## config.mk

```make
export PLATFORM = sky130hd
export DESIGN_NAME = cai_mul
export DESIGN_NICKNAME = d
export VERILOG_FILES = /design/src/cai_pkg.sv /design/src/cai_mul.sv
export SDC_FILE = /design/constraint.sdc
export NUM_CORES = 2
export LEC_CHECK = 0
export BUFFER_PORTS_ARGS = -buffer_cell sky130_fd_sc_hd__buf_4
export CORE_AREA = 2 2 459 325
export DETAILED_ROUTE_END_ITERATION = 10
export DIE_AREA = 0 0 461 327
export PLACE_DENSITY_LB_ADDON = 0.15
export SYNTH_ARGS = -nofsm -noshare
export SYNTH_HDL_FRONTEND = slang
export SYNTH_SLANG_ARGS = --single-unit
```

## constraint.sdc

```tcl
create_clock -name i_clk -period 13.5 [get_ports i_clk]
set_input_delay 3.375 -clock i_clk [delete_from_list [all_inputs] [get_ports i_clk]]
set_output_delay 3.375 -clock i_clk [all_outputs]
set_load 0.02 [all_outputs]
```

## src/cai_pkg.sv

```systemverilog
// Shared types, constants and helpers for the circular arc interpolator.
// No dependencies; every other file takes what it needs from here.
package cai_pkg;

    localparam int FRAC_BITS    = 16;
    localparam int MAX_SEGMENTS = 4096;

    // CORDIC: 30 iterations, 32-bit binary phase
    localparam int CORDIC_ITERS = 30;
    localparam int ITER_W       = 5;
    localparam int XY_W         = 36;
    localparam int Z_W          = 34;
    localparam logic signed [XY_W-1:0] CORDIC_GAIN = 36'sd652032874;

    localparam logic [31:0] ATAN_PHASE [CORDIC_ITERS] = '{
        32'd536870912, 32'd316933406, 32'd167458907, 32'd85004756, 32'd42667331,
        32'd21354465,  32'd10679838,  32'd5340245,   32'd2670163,  32'd1335087,
        32'd667544,    32'd333772,    32'd166886,    32'd83443,    32'd41722,
        32'd20861,     32'd10430,     32'd5215,      32'd2608,     32'd1304,
        32'd652,       32'd326,       32'd163,       32'd81,       32'd41,
        32'd20,        32'd10,        32'd5,         32'd3,        32'd1
    };

    // shared multiplier
    localparam int MUL_W = 33;

    // configuration port
    localparam int CFG_IDX_W  = 1;
    localparam int CFG_DATA_W = 16;
    localparam logic [CFG_IDX_W-1:0] CFG_SEGMENTS_PER_UNIT = 1'b0;
    localparam logic [CFG_IDX_W-1:0] CFG_END_TOLERANCE     = 1'b1;
    localparam logic [10:0] SPU_RESET = 11'd10;
    localparam logic [15:0] TOL_RESET = 16'd66;

    // command codes
    localparam logic CMD_LOAD = 1'b0;
    localparam logic CMD_STEP = 1'b1;

    typedef struct packed {
        logic               command;
        logic signed [15:0] start_x;
        logic signed [15:0] start_y;
        logic signed [31:0] end_x;
        logic signed [31:0] end_y;
        logic signed [31:0] center_offset_x;
        logic signed [31:0] center_offset_y;
        logic               clockwise;
        logic [15:0]        feed_rate;
    } t_cmd_beat;

    typedef struct packed {
        logic signed [31:0] point_x;
        logic signed [31:0] point_y;
        logic [15:0]        point_feed;
        logic               last_point;
    } t_pt_beat;

    typedef struct packed {
        logic start;
        logic rotate;
    } t_cordic_ctl;

    function automatic logic signed [31:0] sat32(input logic signed [39:0] v);
        if (v > 40'sd2147483647) begin
            return 32'sh7FFF_FFFF;
        end else if (v < -40'sd2147483648) begin
            return 32'sh8000_0000;
        end
        return $signed(v[31:0]);
    endfunction

endpackage

```

## src/cai_mul.sv

```systemverilog
// Shared signed multiplier with registered product.
// Depends on cai_pkg for the operand width.
module cai_mul (
    input  logic                              i_clk,
    input  logic signed [cai_pkg::MUL_W-1:0]  i_a,
    input  logic signed [cai_pkg::MUL_W-1:0]  i_b,
    output logic signed [2*cai_pkg::MUL_W-1:0] o_p
);
    always_ff @(posedge i_clk) begin
        o_p <= i_a * i_b;
    end
endmodule

```

* After elaboration in Yosys (flattened, before gate mapping)
Cells that the tools add are included.
Storage, ports and cells: flip-flop bits (word level) 66, bits of input ports 67, output and inout port bits 66, logic and storage cells 2
Cells by class: multipliers 1
Operator list (number):
- multiplier 33 x 33 -> 66 bit | 1

* Longest topological paths before layout
depth in word-level cells 1, depth in mapped cells 27, mapped depth without buffers 26

* Worst setup path after synthesis
Ideal clock, no wire load.
path kind input port to flip-flop, start input i_a[32] (netlist name), end register o_p[62] (netlist name), setup time 0.079 ns, arrival time 10.532 ns, data required time 13.421 ns, slack 2.889 ns, stages on the path 23, path buffers 2, path through clkbuf_1 nand2_1 inv_1 fa_1 fa_1 fa_1 fa_1 fa_1 fa_1 fa_1 inv_1 fa_1 inv_1 ha_1 clkbuf_1 and3_1 nand3_1 nand2b_1 a2111oi_4 a211oi_4 a21o_2 a21o_1 a211oi_2
On the way: longest elaborated chain between the ends 1
Ends and longest elaborated chain:
- from (decl) | line cai_mul.sv:5 | input logic signed [cai_pkg::MUL_W-1:0] i_a,
- multiplier 33 x 33 -> 66 bit | line cai_mul.sv:10 | o_p <= i_a * i_b;
- to (signal assigned) | line cai_mul.sv:10
- to (decl) | line cai_mul.sv:7 | output logic signed [2*cai_pkg::MUL_W-1:0] o_p
Every way passes these cells.

* Final worst setup path
start input i_b[0] (netlist name), end register o_p[58] (netlist name)
On the way: longest elaborated chain between the ends 1
Ends and longest elaborated chain:
- from (decl) | line cai_mul.sv:6 | input logic signed [cai_pkg::MUL_W-1:0] i_b,
- multiplier 33 x 33 -> 66 bit | line cai_mul.sv:10
Every way passes these cells.

==> out/metrics.cfg <==
[grt]
antenna_found_initial=10
grt_max_degree=34
grt_pass1_vias=29300
grt_pass1_wl_um=207000
grt_usage=0.185
grt_overflow_total=0

[drt]
drt_iter0_markers=1993
drc=0
drt_wl_total_um=133000
ant_nets=0
routedWlPerCell_um=21.3
vias_per_cell=4.39
firstDrtPassIters=5
num_vias=27400

[synth]
netlist_instances=4338
synth_adder_area_share=0.629
synth_edf_count=0
synth.mux.area_fraction=0
synth-seq-area-share=0.0324
yosysWarnings=0
synth_flop_cell=dfxtp_1
synth_cell_types=80
synth_seq_cells=66
synthesis.nets=5767
synth_area_mm2=0.0407
ys_async_sr_fraction=0
avgSynthCellArea_um2=9.39
synth_area_leader_cell=fa_1
synth_simple_gate_area_share=0.158
synth_area_leaders=fa_1 56%, inv_1 10%, and2_1 8.6%, ha_1 6.7%, nand2_1 5.1%
synth_top_area_share=0.563
synth-xor-area-share=0.0146
yosys-top-cells-count=1145 x fa_1, 1131 x inv_1, 562 x and2_1
synth_compound_area_frac=0.0407
synth_top_family_by_area=adder cells
yosysMostFrequentCell=fa_1

[placed_design]
dpl_cell_area_mm2=0.0434
hpwl_um=112000
io_buffers=132
place.gp.congestion=0.859

[worst_setup_path]
end_kind=register
cp-start-kind=input port
cp_max_fo=33
required_ns=13.78
cp.arrival_ns=11.36
critPathKind=in -> reg
startpoint=i_b[0]

[floorplanning]
rows=118
die_h_um=327
coreArea_mm2=0.146
die-area_mm2=0.151
io_pins=133
start_util=0.278
dieWidth_um=461

[hold_path]
hold_end=o_p[0]
min_delay_path_depth=2
min_from=i_b[0]
hp-class=in -> reg

[cells_and_area]
reg.largest.list=o_p (66)
nFillCells=15600
fin_nets=5693
drive_gt1_frac=0.0443
largest_register_ffs=66
top_register=o_p
fin_area_mm2=0.0437
area_growth_pct=7.33
final_util=0.298

[clock_tree]
cts_tree=done
postCtsSetupBuffers=0
cts.reportedPaths.clkPinSlew_ns=0.08
cts_buffers=9
clk_root_buffer_cell=clkbuf_16
ctsResizeCount=0
numClockSinks=66
cts_hold_buf=0
cts.path.max_buffers=2
h-tree-depth=3

[timing]
slew_headroom=0.294
tightest_slew_ns=1.06
hold_viol_final=0
finalSetupTns_ns=0
rsz0062_at_grt=false
finalCritPeriodShare=0.820
max_freq_mhz=90.3
drv_slew=0
setup_viol=0
finalCriticalPeriod_ns=11.07
holdWs_ns=3.46

[run]
cap_violations=0

[status]
status=finished, final reports clean

==> layout by cell type (no fill, tap or decap), types with 25 or more instances in the layout <==
| cell type | n |
|---|---|
| fa_1 | 1145 |
| inv_1 | 1131 |
| and2_1 | 562 |
| nand2_1 | 551 |
| ha_1 | 217 |
| buf_4 | 136 |
| nor2_1 | 68 |
| dfxtp_1 | 66 |
| a21oi_1 | 57 |
| xnor2_1 | 43 |
| a21o_1 | 36 |
| o21ai_0 | 25 |
| nand3_1 | 25 |
| xor2_1 | 25 |
==> layer usage <==
| metal | up-vias | GRT usage | routed length [um] |
|---|---|---|---|
| li1 | 12200 | - | - |
| met1 | 14500 | 0.334 | 76500 |
| met2 | 731 | 0.210 | 44300 |
| met3 | 49 | 0.0450 | 11000 |
| met4 | 6 | 0.0237 | 1200 |
| met5 | - | 0 | 39 |
==> worst max-delay path, stage by stage <==
cell and delay (ns):
buf_4 0.34, nand2_1 0.16, inv_1 0.15, fa_1 0.49, fa_1 0.62, fa_1 0.67
fa_1 1.30, fa_1 0.59, fa_1 0.51, fa_1 0.49, inv_1 0.05, fa_1 0.51
inv_1 0.06, ha_1 0.46, and3_1 0.20, nand3_1 0.10, nand2b_1 0.24, a2111oi_4 0.36
a211oi_4 0.10, a21oi_2 0.22, nor4b_2 0.07, a311oi_1 0.27
==> cell type report <==
type	instances	area, um^2	area share
Multi-Input combinational cell	2920	34300	0.785
Inverter	1131	4250	0.0971
Tap cell	1980	2480	0.0567
Sequential cell	66	1320	0.0302
Timing Repair Buffer	136	1020	0.0234
Clock buffer	10	239	0.00547
Clock inverter	6	90.1	0.00206
Antenna cell	3	7.51	0.000172
==> logic make-up (layout without fill, tap and decap cells) <==
group,after synthesis,after routing
fa+ha+maj,1362,1362
simple gates,1271,1271
xor+xnor,68,68
flops,66,66
other cells,0,3
buf+inv,1352,1283
compound gates,219,219
==> worst max path at each step <==
stage | end | slack [ns] | depth (start not counted)
finish | o_p[58] | 2.43 | 22
CTS | o_p[58] | 2.39 | 22
global route | o_p[58] | 1.98 | 24
detailed placement | o_p[58] | 2.00 | 22
floorplan | o_p[62] | 2.89 | 23
global placement | o_p[62] | 2.06 | 22
==> per-stage QoR <==
stage / cells / setup WS [ns]
2_1_floorplan: 4338 / 2.89
3_3_place_gp: 6233 / 2.06
3_5_place_dp: 6233 / 2.00
4_1_cts: 6249 / 2.39
5_1_grt: 6250 / 1.98
6_report: 6252 / 2.43
Power is not shown: default switching activity piles up to over one toggle a cycle in this logic, so the estimate is an artifact.
