## config.mk

```make
export PLATFORM = sky130hd
export DESIGN_NAME = cai_cordic
export DESIGN_NICKNAME = d
export VERILOG_FILES = /design/src/cai_pkg.sv /design/src/cai_cordic.sv
export SDC_FILE = /design/constraint.sdc
export NUM_CORES = 1
export LEC_CHECK = 0
export BUFFER_PORTS_ARGS = -buffer_cell sky130_fd_sc_hd__clkbuf_2
export CORE_AREA = 2 2 201 203
export CTS_CLUSTER_SIZE = 8
export DETAILED_ROUTE_END_ITERATION = 8
export DIE_AREA = 0 0 203 205
export PLACE_DENSITY = 0.6
export RECOVER_POWER = 100
export SLEW_MARGIN = 20
export SYNTH_ARGS = -nofsm -noshare
export SYNTH_HDL_FRONTEND = slang
export SYNTH_SLANG_ARGS = --single-unit
```

## constraint.sdc

```tcl
create_clock -name i_clk -period 6.6 [get_ports i_clk]
set_clock_uncertainty 0.05 [all_clocks]
set_input_delay 0.33 -clock i_clk [delete_from_list [all_inputs] [get_ports i_clk]]
set_output_delay 0.33 -clock i_clk [all_outputs]
set_load 0.005 [all_outputs]
```

## src/cai_pkg.sv

```systemverilog
// Shared types, constants and helpers for the circular arc interpolator.
// No dependencies; every other file takes what it needs from here.
package cai_pkg;

    localparam int FRAC_BITS    = 16;
    localparam int MAX_SEGMENTS = 4096;

    // CORDIC: 30 iterations, 32-bit binary phase
    localparam int CORDIC_ITERS = 30;
    localparam int ITER_W       = 5;
    localparam int XY_W         = 36;
    localparam int Z_W          = 34;
    localparam logic signed [XY_W-1:0] CORDIC_GAIN = 36'sd652032874;

    localparam logic [31:0] ATAN_PHASE [CORDIC_ITERS] = '{
        32'd536870912, 32'd316933406, 32'd167458907, 32'd85004756, 32'd42667331,
        32'd21354465,  32'd10679838,  32'd5340245,   32'd2670163,  32'd1335087,
        32'd667544,    32'd333772,    32'd166886,    32'd83443,    32'd41722,
        32'd20861,     32'd10430,     32'd5215,      32'd2608,     32'd1304,
        32'd652,       32'd326,       32'd163,       32'd81,       32'd41,
        32'd20,        32'd10,        32'd5,         32'd3,        32'd1
    };

    // shared multiplier
    localparam int MUL_W = 33;

    // configuration port
    localparam int CFG_IDX_W  = 1;
    localparam int CFG_DATA_W = 16;
    localparam logic [CFG_IDX_W-1:0] CFG_SEGMENTS_PER_UNIT = 1'b0;
    localparam logic [CFG_IDX_W-1:0] CFG_END_TOLERANCE     = 1'b1;
    localparam logic [10:0] SPU_RESET = 11'd10;
    localparam logic [15:0] TOL_RESET = 16'd66;

    // command codes
    localparam logic CMD_LOAD = 1'b0;
    localparam logic CMD_STEP = 1'b1;

    typedef struct packed {
        logic               command;
        logic signed [15:0] start_x;
        logic signed [15:0] start_y;
        logic signed [31:0] end_x;
        logic signed [31:0] end_y;
        logic signed [31:0] center_offset_x;
        logic signed [31:0] center_offset_y;
        logic               clockwise;
        logic [15:0]        feed_rate;
    } t_cmd_beat;

    typedef struct packed {
        logic signed [31:0] point_x;
        logic signed [31:0] point_y;
        logic [15:0]        point_feed;
        logic               last_point;
    } t_pt_beat;

    typedef struct packed {
        logic start;
        logic rotate;
    } t_cordic_ctl;

    function automatic logic signed [31:0] sat32(input logic signed [39:0] v);
        if (v > 40'sd2147483647) begin
            return 32'sh7FFF_FFFF;
        end else if (v < -40'sd2147483648) begin
            return 32'sh8000_0000;
        end
        return $signed(v[31:0]);
    endfunction

endpackage

```

## src/cai_cordic.sv

```systemverilog
// Iterative CORDIC, one micro-rotation a cycle, vectoring or rotation mode.
// Depends on cai_pkg for widths and the arctangent table.
module cai_cordic (
    input  logic                               i_clk,
    input  logic                               i_rst_n,
    input  cai_pkg::t_cordic_ctl               i_ctl,
    input  logic signed [cai_pkg::XY_W-1:0]    i_x,
    input  logic signed [cai_pkg::XY_W-1:0]    i_y,
    input  logic signed [cai_pkg::Z_W-1:0]     i_z,
    output logic                               o_done,
    output logic signed [cai_pkg::XY_W-1:0]    o_x,
    output logic signed [cai_pkg::XY_W-1:0]    o_y,
    output logic signed [cai_pkg::Z_W-1:0]     o_z
);
    logic                             r_busy, n_busy;
    logic                             r_done, n_done;
    logic                             r_rot, n_rot;
    logic [cai_pkg::ITER_W-1:0]       r_i, n_i;
    logic signed [cai_pkg::XY_W-1:0]  r_x, n_x, r_y, n_y, w_xs, w_ys;
    logic signed [cai_pkg::Z_W-1:0]   r_z, n_z, w_a;
    logic                             w_pos;

    always_comb begin
        w_xs  = r_x >>> r_i;
        w_ys  = r_y >>> r_i;
        w_a   = $signed({{(cai_pkg::Z_W-32){1'b0}}, cai_pkg::ATAN_PHASE[r_i]});
        // rotation: drive z to zero; vectoring: drive y to zero (y = 0 counts as negative)
        w_pos = r_rot ? !r_z[cai_pkg::Z_W-1]
                      : (r_y[cai_pkg::XY_W-1] || (r_y == '0));
        n_busy = r_busy;
        n_done = 1'b0;
        n_rot  = r_rot;
        n_i    = r_i;
        n_x    = r_x;
        n_y    = r_y;
        n_z    = r_z;
        if (i_ctl.start) begin
            n_busy = 1'b1;
            n_rot  = i_ctl.rotate;
            n_i    = '0;
            n_x    = i_x;
            n_y    = i_y;
            n_z    = i_z;
        end else if (r_busy) begin
            if (w_pos) begin
                n_x = r_x - w_ys;
                n_y = r_y + w_xs;
                n_z = r_z - w_a;
            end else begin
                n_x = r_x + w_ys;
                n_y = r_y - w_xs;
                n_z = r_z + w_a;
            end
            n_i = r_i + 1'b1;
            if (r_i == cai_pkg::ITER_W'(cai_pkg::CORDIC_ITERS - 1)) begin
                n_busy = 1'b0;
                n_done = 1'b1;
            end
        end
    end

    always_ff @(posedge i_clk) begin
        if (!i_rst_n) begin
            r_busy <= 1'b0;
            r_done <= 1'b0;
        end else begin
            r_busy <= n_busy;
            r_done <= n_done;
        end
    end

    always_ff @(posedge i_clk) begin
        r_rot <= n_rot;
        r_i   <= n_i;
        r_x   <= n_x;
        r_y   <= n_y;
        r_z   <= n_z;
    end

    assign o_done = r_done;
    assign o_x    = r_x;
    assign o_y    = r_y;
    assign o_z    = r_z;
endmodule

```

Word level (Yosys, flattened, before mapping)
Memory sizes are Yosys's and may differ from the RTL's.
Index checks and enable logic that the tools add are counted.
W data, S select, Z words.
{ "word_totals": {"inputBits": 110, "mem_bits_ro": 1024, "ff_bits": 114, "mem_count": 1} }
{ "op_classes": {"shifts": 2, "n_eq_ne": 1, "order_cmp": 1, "bitwise_logic": 3, "n_mux": 16, "n_reduce_logical": 5, "add_sub_neg": 7} }
{ "mem_list": {"columns": ["name", "depth", "width", "rd", "rd_clocked_by_memory_dff", "write_ports", "line_no", "rtl"], "rows": [
  ["(name not given)", 32, 32, 1, 0, 0, "cai_cordic.sv:26", "w_a = $signed({{(cai_pkg::Z_W-32){1'b0}}, cai_pkg::ATAN_PHASE[r_i]});"]
]} }
{ "op_table": {"columns": ["op", "count"], "rows": [
  ["$mux W36", 6],
  ["$mux W34", 3],
  ["$add A36 B36 Y36", 2],
  ["$sshr A36 B5 Y36", 2],
  ["$sub A36 B36 Y36", 2],
  ["$mux W32", 2],
  ["$logic_not A36 Y1", 1],
  ["$add A34 B33 Y34", 1],
  ["$sub A34 B33 Y34", 1],
  ["$ge A6 B6 Y1 const B", 1],
  ["$not A5 Y6", 1],
  ["$add A5 B1 Y5 const B", 1],
  ["$eq A5 B5 Y1 const B", 1],
  ["$mux W1", 5],
  ["$reduce_or A3 Y1", 1],
  ["$not A1 Y1", 2],
  ["$reduce_bool A2 Y1", 1],
  ["$logic_not A1 Y1", 1],
  ["$logic_or A1 B1 Y1", 1]
]} }

Depth between registers and ports, before layout
Gate-level depths: netlist of run 1.
{ "logic_depth": {"depth_word": 8, "mapped_depth": 31, "ltp_nobuf": 26} }

Worst setup path after synthesis of run 1
Ideal clock, no wire load.
{ "synth_timing": {"path_type": "register to register", "from": "reg r_i[0] in the netlist's numbering", "to": "reg r_z, in the netlist o_z[33], data pin", "arrival_ps": 5781, "slack_ps": 509, "required_ps": 6290, "path_stages_with_launch": 28, "synth_period_minus_slack_ps": 6091, "setup_ps": 260, "n_path_buf": 4, "path_cell_list": "dfxtp_1 > buf_4 > inv_2 > buf_2 > buf_2 > ha_1 > clkbuf_1 > nand2b_1 > nand2_1 > o221ai_1 > o21ai_0 > and3_1 > nand2_1 > nor2_1 > a21oi_1 > xnor2_1 > ha_1 > nand2_1 > or3_1 > a311oi_1 > o22ai_1 > o2111ai_1 > a31oi_1 > o31ai_1 > a21o_1 > a21oi_1 > xnor2_1 > mux2_2"} }
{ "synth_between": {"elab_chain_len": 8, "word_cells_on_any_way": 9, "cone_classes": "add/sub: 2; mux: 5; bitwise: 1; memory: 1"} }
{ "synth_lines": {"columns": ["element", "line_no", "rtl"], "rows": [
  ["from (decl)", "cai_cordic.sv:18", "logic [cai_pkg::ITER_W-1:0] r_i, n_i;"],
  ["from (signal assigned)", "cai_cordic.sv:74", "r_i <= n_i;"],
  ["$not A5 Y6 (implied by the code) (*)", "cai_cordic.sv:26", null],
  ["$mem_v2 Z32 W32 (*)", null, null],
  ["$mux W32 (implied by the code) (*) (2 in a row)", "cai_cordic.sv:26", null],
  ["$add A34 B33 Y34 or $sub A34 B33 Y34 (tied branches)", "cai_cordic.sv:52, cai_cordic.sv:48", null],
  ["$mux W34 (*)", "cai_cordic.sv:45", "if (w_pos) begin"],
  ["$mux W34 (*)", "cai_cordic.sv:44", "end else if (r_busy) begin"],
  ["$mux W34 (*)", "cai_cordic.sv:37", "if (i_ctl.start) begin"],
  ["named net n_z, one bit", "cai_cordic.sv:20", "logic signed [cai_pkg::Z_W-1:0] r_z, n_z, w_a;"],
  ["to (signal assigned)", "cai_cordic.sv:77", "r_z <= n_z;"],
  ["to (decl)", "cai_cordic.sv:20", null]
]} }
The timed path passes the listed nets; every way through them passes the cells marked *. The select of a mux whose other input is x is not followed.
A chain may end at the register's enable or synchronous reset.

Worst setup path after layout of run 1
{ "layout_timing": {"from": "reg r_i[0] in the netlist's numbering", "to": "reg r_x, in the netlist o_x[33], data pin"} }
{ "layout_between": {"elab_chain_len": 5, "word_cells_on_any_way": 6, "cone_classes": "add/sub: 2; shift: 1; mux: 3"} }
{ "layout_lines": {"columns": ["element", "line_no", "rtl"], "rows": [
  ["$sshr A36 B5 Y36 (*)", "cai_cordic.sv:25", "w_ys = r_y >>> r_i;"],
  ["$add A36 B36 Y36 or $sub A36 B36 Y36 (tied branches)", "cai_cordic.sv:50, cai_cordic.sv:46", null],
  ["$mux W36 (*)", "cai_cordic.sv:45", null],
  ["$mux W36 (*)", "cai_cordic.sv:44", null],
  ["$mux W36 (*)", "cai_cordic.sv:37", null],
  ["named net n_x, one bit", "cai_cordic.sv:19", "logic signed [cai_pkg::XY_W-1:0] r_x, n_x, r_y, n_y, w_xs, w_ys;"],
  ["to (signal assigned)", "cai_cordic.sv:75", "r_x <= n_x;"],
  ["to (decl)", "cai_cordic.sv:19", null]
]} }
Marks and branches as above.

==> run metrics, run 1 <==
cell count after synthesis 2,097; setup violation total in the final timing report 0; register area share after synthesis 19.1%; leading cell types by total area after synthesis sky130_fd_sc_hd__edfxtp_1, sky130_fd_sc_hd__mux4_2, sky130_fd_sc_hd__ha_1, sky130_fd_sc_hd__nand2_1, sky130_fd_sc_hd__xnor2_1; area of the die 41,600 um2; number of synthesized register bits 114; outcome complete, no violations; most frequently used cell type in the post-synthesis netlist sky130_fd_sc_hd__nand2_1; Num CTS Buffers 17; total congestion overflow 0; pin count of the biggest net entering global routing 96; layout cell share with drive strength beyond 1 23.5%; global-route usage over all layers 34.6%; port buffer count 216; die outline height 205 um; data required time of the worst path 6790 ps; cell taking the most area after synthesis sky130_fd_sc_hd__edfxtp_1; worst min-delay path startpoint i_y[5]; worst path arrival time 6490 ps; worst min-delay path endpoint o_y[5]$_DFFE_PP_; Num Clock Sinks 114; combined area of all synthesized cells 17,600 um2; portion of synthesized cell area occupied by the leading cell type 18.3%; final core occ 52.6%; count of filler cells inserted in the layout 3,845; width of the chip 203 um; worst min path class input pin to flop; post-placement cell count 2,878; antenna-violating nets left 0; via density per instance 6.30; proportion of register bits with asynchronous set or reset after synthesis 0%; flop-to-flop setup slack 300 ps; synthesis-to-layout area growth 17.8%; worst rel slew slack 40.0%; Critical R2R Capture o_x[33]$_DFFE_PP_; first-pass GRT wire length 109,000 um; number of nets in the synthesized netlist 2,325; max_cap viols 0; crit-path max FO 13; Avg WL per Cell 24.8 um; Final Hold Fails 0; DPL Wire Length 56,400 um; yosys synthesis warning count 0; WHS Path Cells 3; Top-Level Pins 217; number of enable flip-flop cells after synthesis 107; # H-tree levels 4; antenna violations before repair 1; worst r2r src r_i[0]$_SDFFE_PP0P_; area of the core region 39,400 um2; Period Utilization, post-route 95.5%; leading post-synthesis cells by instance count sky130_fd_sc_hd__nand2_1, sky130_fd_sc_hd__o21ai_0, sky130_fd_sc_hd__a21oi_1; clock tree from TritonCTS built; Syn Area/Cell 8.38 um2; clock root buffer master sky130_fd_sc_hd__clkbuf_16; classification of the worst setup path flop to flop; routability cong. 0.978; sum of negative setup slack 0 ps; distinct cell type count after synthesis 102; Critical Path Start Type flop; detailed-route via count 18,400; cell count of the worst reg-to-reg path 21; vias in the first global route 17,500; highest clock rate 159 MHz; minimum clock period after layout 6300 ps; layout net count 2,607; drt first pass iters 5; later-pin clock latency in the skew report 490 ps; final slew viol count 0; nature of the critical path endpoint flop; detailed-route wire length 72,400 um; FP Rows 73; DRC errors left 0; starting density of the core 44.7%; prevailing post-synth register cell sky130_fd_sc_hd__edfxtp_1; maximum clock insertion buffer count 2; slew of the pin with the lowest slew margin 894 ps; filler-free cell count of the finished design 2,918; clock transition at the register clock pins on the worst setup and hold paths after CTS 70 ps; 1st-iter DRT viols 1,834
worst max-delay path by stage:
stage	cells past startpoint	startpoint	to	slack (ps)
floorplan	27	r_i[0]$_SDFFE_PP0P_	o_z[33]$_DFFE_PP_	510
global placement	22	r_i[1]$_SDFFE_PP0P_	o_y[35]$_DFFE_PP_	240
detailed placement	21	r_i[1]$_SDFFE_PP0P_	o_x[33]$_DFFE_PP_	70
CTS	24	r_i[1]$_SDFFE_PP0P_	o_y[35]$_DFFE_PP_	70
global route	24	r_i[1]$_SDFFE_PP0P_	o_x[33]$_DFFE_PP_	-4
finish	21	r_i[0]$_SDFFE_PP0P_	o_x[33]$_DFFE_PP_	300
layer usage:
metal | vias up | GRT usage [%] | share of wire [%]
li1 | 8501 | - | -
met1 | 8905 | 47.1 | 44
met2 | 837 | 53.9 | 44
met3 | 130 | 6.01 | 7.5
met4 | 2 | 14.7 | 4.0
met5 | - | 0 | 0.019
critical path: stages (launching register included):
cell and delay (ps):
sky130_fd_sc_hd__dfxtp_4 560, sky130_fd_sc_hd__buf_6 250, sky130_fd_sc_hd__mux4_2 590, sky130_fd_sc_hd__a22oi_1 240, sky130_fd_sc_hd__o22a_1 170, sky130_fd_sc_hd__o221ai_1 260, sky130_fd_sc_hd__nor2_1 280, sky130_fd_sc_hd__nand3_1 160
sky130_fd_sc_hd__or3_4 450, sky130_fd_sc_hd__o41ai_1 450, sky130_fd_sc_hd__xor2_1 150, sky130_fd_sc_hd__ha_1 320, sky130_fd_sc_hd__nand2_1 80, sky130_fd_sc_hd__or3_1 310, sky130_fd_sc_hd__or3_1 330, sky130_fd_sc_hd__nand2_1 140
sky130_fd_sc_hd__a21oi_1 110, sky130_fd_sc_hd__o21ai_0 450, sky130_fd_sc_hd__a21oi_2 150, sky130_fd_sc_hd__a21oi_1 200, sky130_fd_sc_hd__xor2_1 90, sky130_fd_sc_hd__mux2_2 270
sequential cells by signal, indices dropped and copies added, names as in the netlist:
signal / flops
r_rot: 1
o_z: 34
o_done: 1
r_i: 5
r_busy: 1
o_x: 36
o_y: 36
cells in the final DEF (no fill, tap or decap), types with 10 or more instances in the layout:
master | netlist | layout
sky130_fd_sc_hd__clkbuf_2 | 0 | 194
sky130_fd_sc_hd__a22oi_1 | 10 | 10
sky130_fd_sc_hd__xor2_1 | 72 | 72
sky130_fd_sc_hd__inv_1 | 41 | 41
sky130_fd_sc_hd__o31ai_1 | 23 | 23
sky130_fd_sc_hd__xnor2_1 | 110 | 110
sky130_fd_sc_hd__and2_1 | 17 | 17
sky130_fd_sc_hd__o22ai_1 | 19 | 19
sky130_fd_sc_hd__ha_1 | 115 | 115
sky130_fd_sc_hd__nand3_1 | 43 | 43
sky130_fd_sc_hd__nor3_1 | 33 | 33
sky130_fd_sc_hd__a31oi_1 | 22 | 22
sky130_fd_sc_hd__nand2b_1 | 33 | 33
sky130_fd_sc_hd__o211ai_1 | 17 | 17
sky130_fd_sc_hd__nand2_1 | 270 | 270
sky130_fd_sc_hd__mux4_2 | 73 | 73
sky130_fd_sc_hd__a21o_1 | 43 | 43
sky130_fd_sc_hd__clkbuf_1 | 54 | 25
sky130_fd_sc_hd__and3_1 | 16 | 16
sky130_fd_sc_hd__nor4_1 | 14 | 13
sky130_fd_sc_hd__a211oi_1 | 29 | 28
sky130_fd_sc_hd__o21a_1 | 24 | 24
sky130_fd_sc_hd__o21bai_1 | 12 | 12
sky130_fd_sc_hd__nand4_1 | 10 | 10
sky130_fd_sc_hd__o21ai_0 | 191 | 191
sky130_fd_sc_hd__clkbuf_16 | 0 | 18
sky130_fd_sc_hd__a21oi_1 | 155 | 154
sky130_fd_sc_hd__edfxtp_1 | 107 | 107
sky130_fd_sc_hd__mux2i_1 | 82 | 82
sky130_fd_sc_hd__nor2b_1 | 32 | 31
sky130_fd_sc_hd__nor3b_1 | 10 | 10
sky130_fd_sc_hd__mux2_2 | 55 | 55
sky130_fd_sc_hd__buf_4 | 6 | 154
sky130_fd_sc_hd__nor2_1 | 132 | 131
through the flow:
stage	hold slack [ps]	cell area (um2)	worst slack, ps
2_1_floorplan	379	17600	509
3_3_place_gp	482	20000	238
3_5_place_dp	495	20000	70.0
4_1_cts	26.1	20600	66.3
5_1_grt	59.2	20700	-3.96
6_report	60.5	20700	297
cell families after synthesis:
group | synth area share [%]
buffers and inverters | 4.40
DFF | 19.1
muxes | 17.9
adders and majority gates | 8.52
and+or+nand+nor | 17.6
xor gates and xnor gates | 9.07
AOI/OAI and AO/OA | 23.5
repair_timing:
action | 4_1_cts | 5_1_grt
hold buffers | 2 | 0
buffers inserted | 0 | 4
hold endpoints to repair | 3 | 0
resized for setup | 0 | 9
setup endpoints to repair | 0 | 22
cell type report:
type	count	area (um2)	share of cell area [%]
flip-flops and latches	114	3370	16.3
inverters	46	173	0.833
clock inverters	13	160	0.773
clock buffers	19	433	2.09
repair buffers	385	2440	11.8
multi-input cells	1815	13500	65.1
well taps	525	657	3.17
diodes	1	2.50	0.0121
Power of run 1 is left out: the tool's default activity adds up to more than one toggle a clock period on the data nets, which glitch-free logic cannot reach.
==> run 2: changes to the inputs <==
--- a/constraint.sdc
+++ b/constraint.sdc
@@ -4,2 +4,2 @@
 set_output_delay 0.33 -clock i_clk [all_outputs]
-set_load 0.005 [all_outputs]
+set_load 0.02 [all_outputs]
==> run metrics, run 2 (synthesized netlist as in run 1, its figures left out) <==
1st-iter DRT viols 1,715 (-6.5%); outcome complete, but fails checks; port buffer count 216 (unchanged); worst min-delay path startpoint i_z[10]; clock tree from TritonCTS built; Critical Path Start Type flop; Avg WL per Cell 24.5 um (-1.1%); nature of the critical path endpoint flop; detailed-route via count 18,400 (+0.16%); CP bufs+invs 6 (+5); highest clock rate 157 MHz (-0.76%); cell family with most CP delay simple AND/OR/NAND/NOR gates; synthesis-to-layout area growth 16.8%; data required time of the worst path 6770 ps (-20 ps); violated checks capacitance limit, slew limit; most common library cell in the layout ignoring fill and taps sky130_fd_sc_hd__nand2_1; flop-to-flop setup slack 250 ps (-50 ps); clock transition at the register clock pins on the worst setup and hold paths after CTS 60 ps (about the same); total congestion overflow 0 (unchanged); die outline height 205 um (unchanged); DPL Wire Length 56,200 um (-0.28%); setup repair after global routing missed its margin no; final design area excluding fillers 20,500 um2 (-0.83%); global-route usage over all layers 34.5% (-0.078 points); first-pass GRT wire length 109,000 um (-0.26%); via density per instance 6.30 (+0.12%); worst min path class input pin to flop; Period Utilization, post-route 96.2% (+0.73 points); starting density of the core 44.7% (unchanged); clock root buffer master sky130_fd_sc_hd__clkbuf_16; worst r2r src r_i[1]$_SDFFE_PP0P_; setup violation total in the final timing report 0 (unchanged); Slowest-stage cell, CP sky130_fd_sc_hd__or4_1; placed cell area 20,000 um2 (about the same); area of combinational cells with multiple inputs 13,500 um2 (unchanged); cell count of the worst reg-to-reg path 25 (+19%); vias in the first global route 17,600 (+0.66%); final slew viol count 55 (+55); maximum clock insertion buffer count 2 (unchanged); area of the die 41,600 um2 (unchanged); count of filler cells inserted in the layout 3,830 (-0.39%); width of the chip 203 um (unchanged); Num Clock Sinks 114 (unchanged); Antenna diodes 0 (-1); end point of the critical path o_y[30]$_DFFE_PP_; later-pin clock latency in the skew report 480 ps (about the same); antenna-violating nets left 0 (unchanged); crit-path max FO 9 (-4); # H-tree levels 4 (unchanged); worst path arrival time 6530 ps (+40 ps); area of the core region 39,400 um2 (unchanged); first element of the critical path r_i[1]$_SDFFE_PP0P_; most used cells in the layout excluding fill and tap cells sky130_fd_sc_hd__nand2_1, sky130_fd_sc_hd__o21ai_0, sky130_fd_sc_hd__a21oi_1; layout cell share with drive strength beyond 1 19.3% (-4.2 points); classification of the worst setup path flop to flop; CP peak stage delay 580 ps (about the same); drt first pass iters 6 (+1); routability cong. 0.976 (-0.26%); max_cap viols 1 (+1); antenna violations before repair 0 (-1); Top-Level Pins 217 (unchanged); WHS Path Cells 3 (unchanged); Final Hold Fails 0 (unchanged); Num CTS Buffers 17 (unchanged); DRC errors left 0 (unchanged); pin count of the biggest net entering global routing 96 (unchanged); FF/Latch Area 3370 um2 (unchanged); Critical R2R Capture o_y[30]$_DFFE_PP_; worst rel slew slack -172% (-210 points); FP Rows 73 (unchanged); detailed-route wire length 71,600 um (-1.1%); sum of negative setup slack 0 ps (unchanged); minimum clock period after layout 6350 ps (+48.4 ps); layout net count 2,609 (+0.077%); depth of the critical timing path with buffers and inverters included 25 (+19%); slew of the pin with the lowest slew margin 4080 ps (+3180 ps)
run 2: cell types whose count changed in the layout (fill, tap and decap cells not counted), moves of 3 or more:
cell / delta
sky130_fd_sc_hd__clkbuf_1: +97
sky130_fd_sc_hd__clkbuf_2: -69
sky130_fd_sc_hd__buf_4: -27
sky130_fd_sc_hd__clkinv_1: +4
sky130_fd_sc_hd__and2_0: +3
sky130_fd_sc_hd__and2_1: -3
sky130_fd_sc_hd__clkinv_2: -3
run 2: area by class of cell:
type	count	share of cell area (%)
multi-input combinational	1815	65.6
clock inverter	15	0.920
tap	525	3.20
inverter	46	0.840
sequential	114	16.4
clock buffer	17	2.07
timing repair buffer	387	11.0
run 2: worst reg2reg max path: stages, from the launching register on:
cell	delay [ps]
sky130_fd_sc_hd__dfxtp_4	390
sky130_fd_sc_hd__buf_12	150
sky130_fd_sc_hd__mux4_2	510
sky130_fd_sc_hd__mux2_2	310
sky130_fd_sc_hd__and2_1	160
sky130_fd_sc_hd__or4_1	580
sky130_fd_sc_hd__inv_1	130
sky130_fd_sc_hd__ha_1	160
sky130_fd_sc_hd__inv_1	60
sky130_fd_sc_hd__nor2_2	230
sky130_fd_sc_hd__nand4_1	220
sky130_fd_sc_hd__nor3_1	350
sky130_fd_sc_hd__o22a_1	200
sky130_fd_sc_hd__o32ai_1	100
sky130_fd_sc_hd__ha_1	350
sky130_fd_sc_hd__nor2b_1	160
sky130_fd_sc_hd__nor4_1	530
sky130_fd_sc_hd__buf_4	230
sky130_fd_sc_hd__o311ai_0	120
sky130_fd_sc_hd__buf_4	190
sky130_fd_sc_hd__nand2_1	60
sky130_fd_sc_hd__o21ai_1	140
sky130_fd_sc_hd__clkbuf_2	170
sky130_fd_sc_hd__a21bo_2	190
sky130_fd_sc_hd__a211oi_1	230
sky130_fd_sc_hd__o21ai_0	130
run 2: per-stage QoR:
stage	utilization (%)	setup slack, ps	cells	hold WS (ps)
final	52.2	248	2919	72.7
after CTS	52.5	5.03	2913	43.1
after global routing	52.2	24.5	2919	60.3
after detailed placement	50.8	17.5	2879	494
after floorplan	-	509	2097	379
after global placement	50.8	240	2879	482
run 2: how the worst min path moves through the flow:
| stage | slack (ps) | end |
|---|---|---|
| 3_3_place_gp | 480 | r_rot$_DFFE_PP_ |
| 6_report | 70 | o_z[10]$_DFFE_PP_ |
| 4_1_cts | 40 | o_z[26]$_DFFE_PP_ |
| 5_1_grt | 60 | o_z[10]$_DFFE_PP_ |
| 3_5_place_dp | 490 | r_rot$_DFFE_PP_ |
| 2_1_floorplan | 380 | r_rot$_DFFE_PP_ |
run 2: metal layers:
layer	vias up	global-route usage [%]	routed length, um
met4	0	15.8	3190
met5	-	0	0
met2	914	52.6	31000
met1	8877	47.8	31800
li1	8478	-	-
met3	135	5.65	5690
run 2: what timing repair did:
action,CTS,global route
buffers inserted,0,6
endpoints found under the setup margin,0,27
hold endpoints to repair,3,0
hold buffers,2,0
gates resized for setup,0,10
Power of run 2 is left out for the same reason.
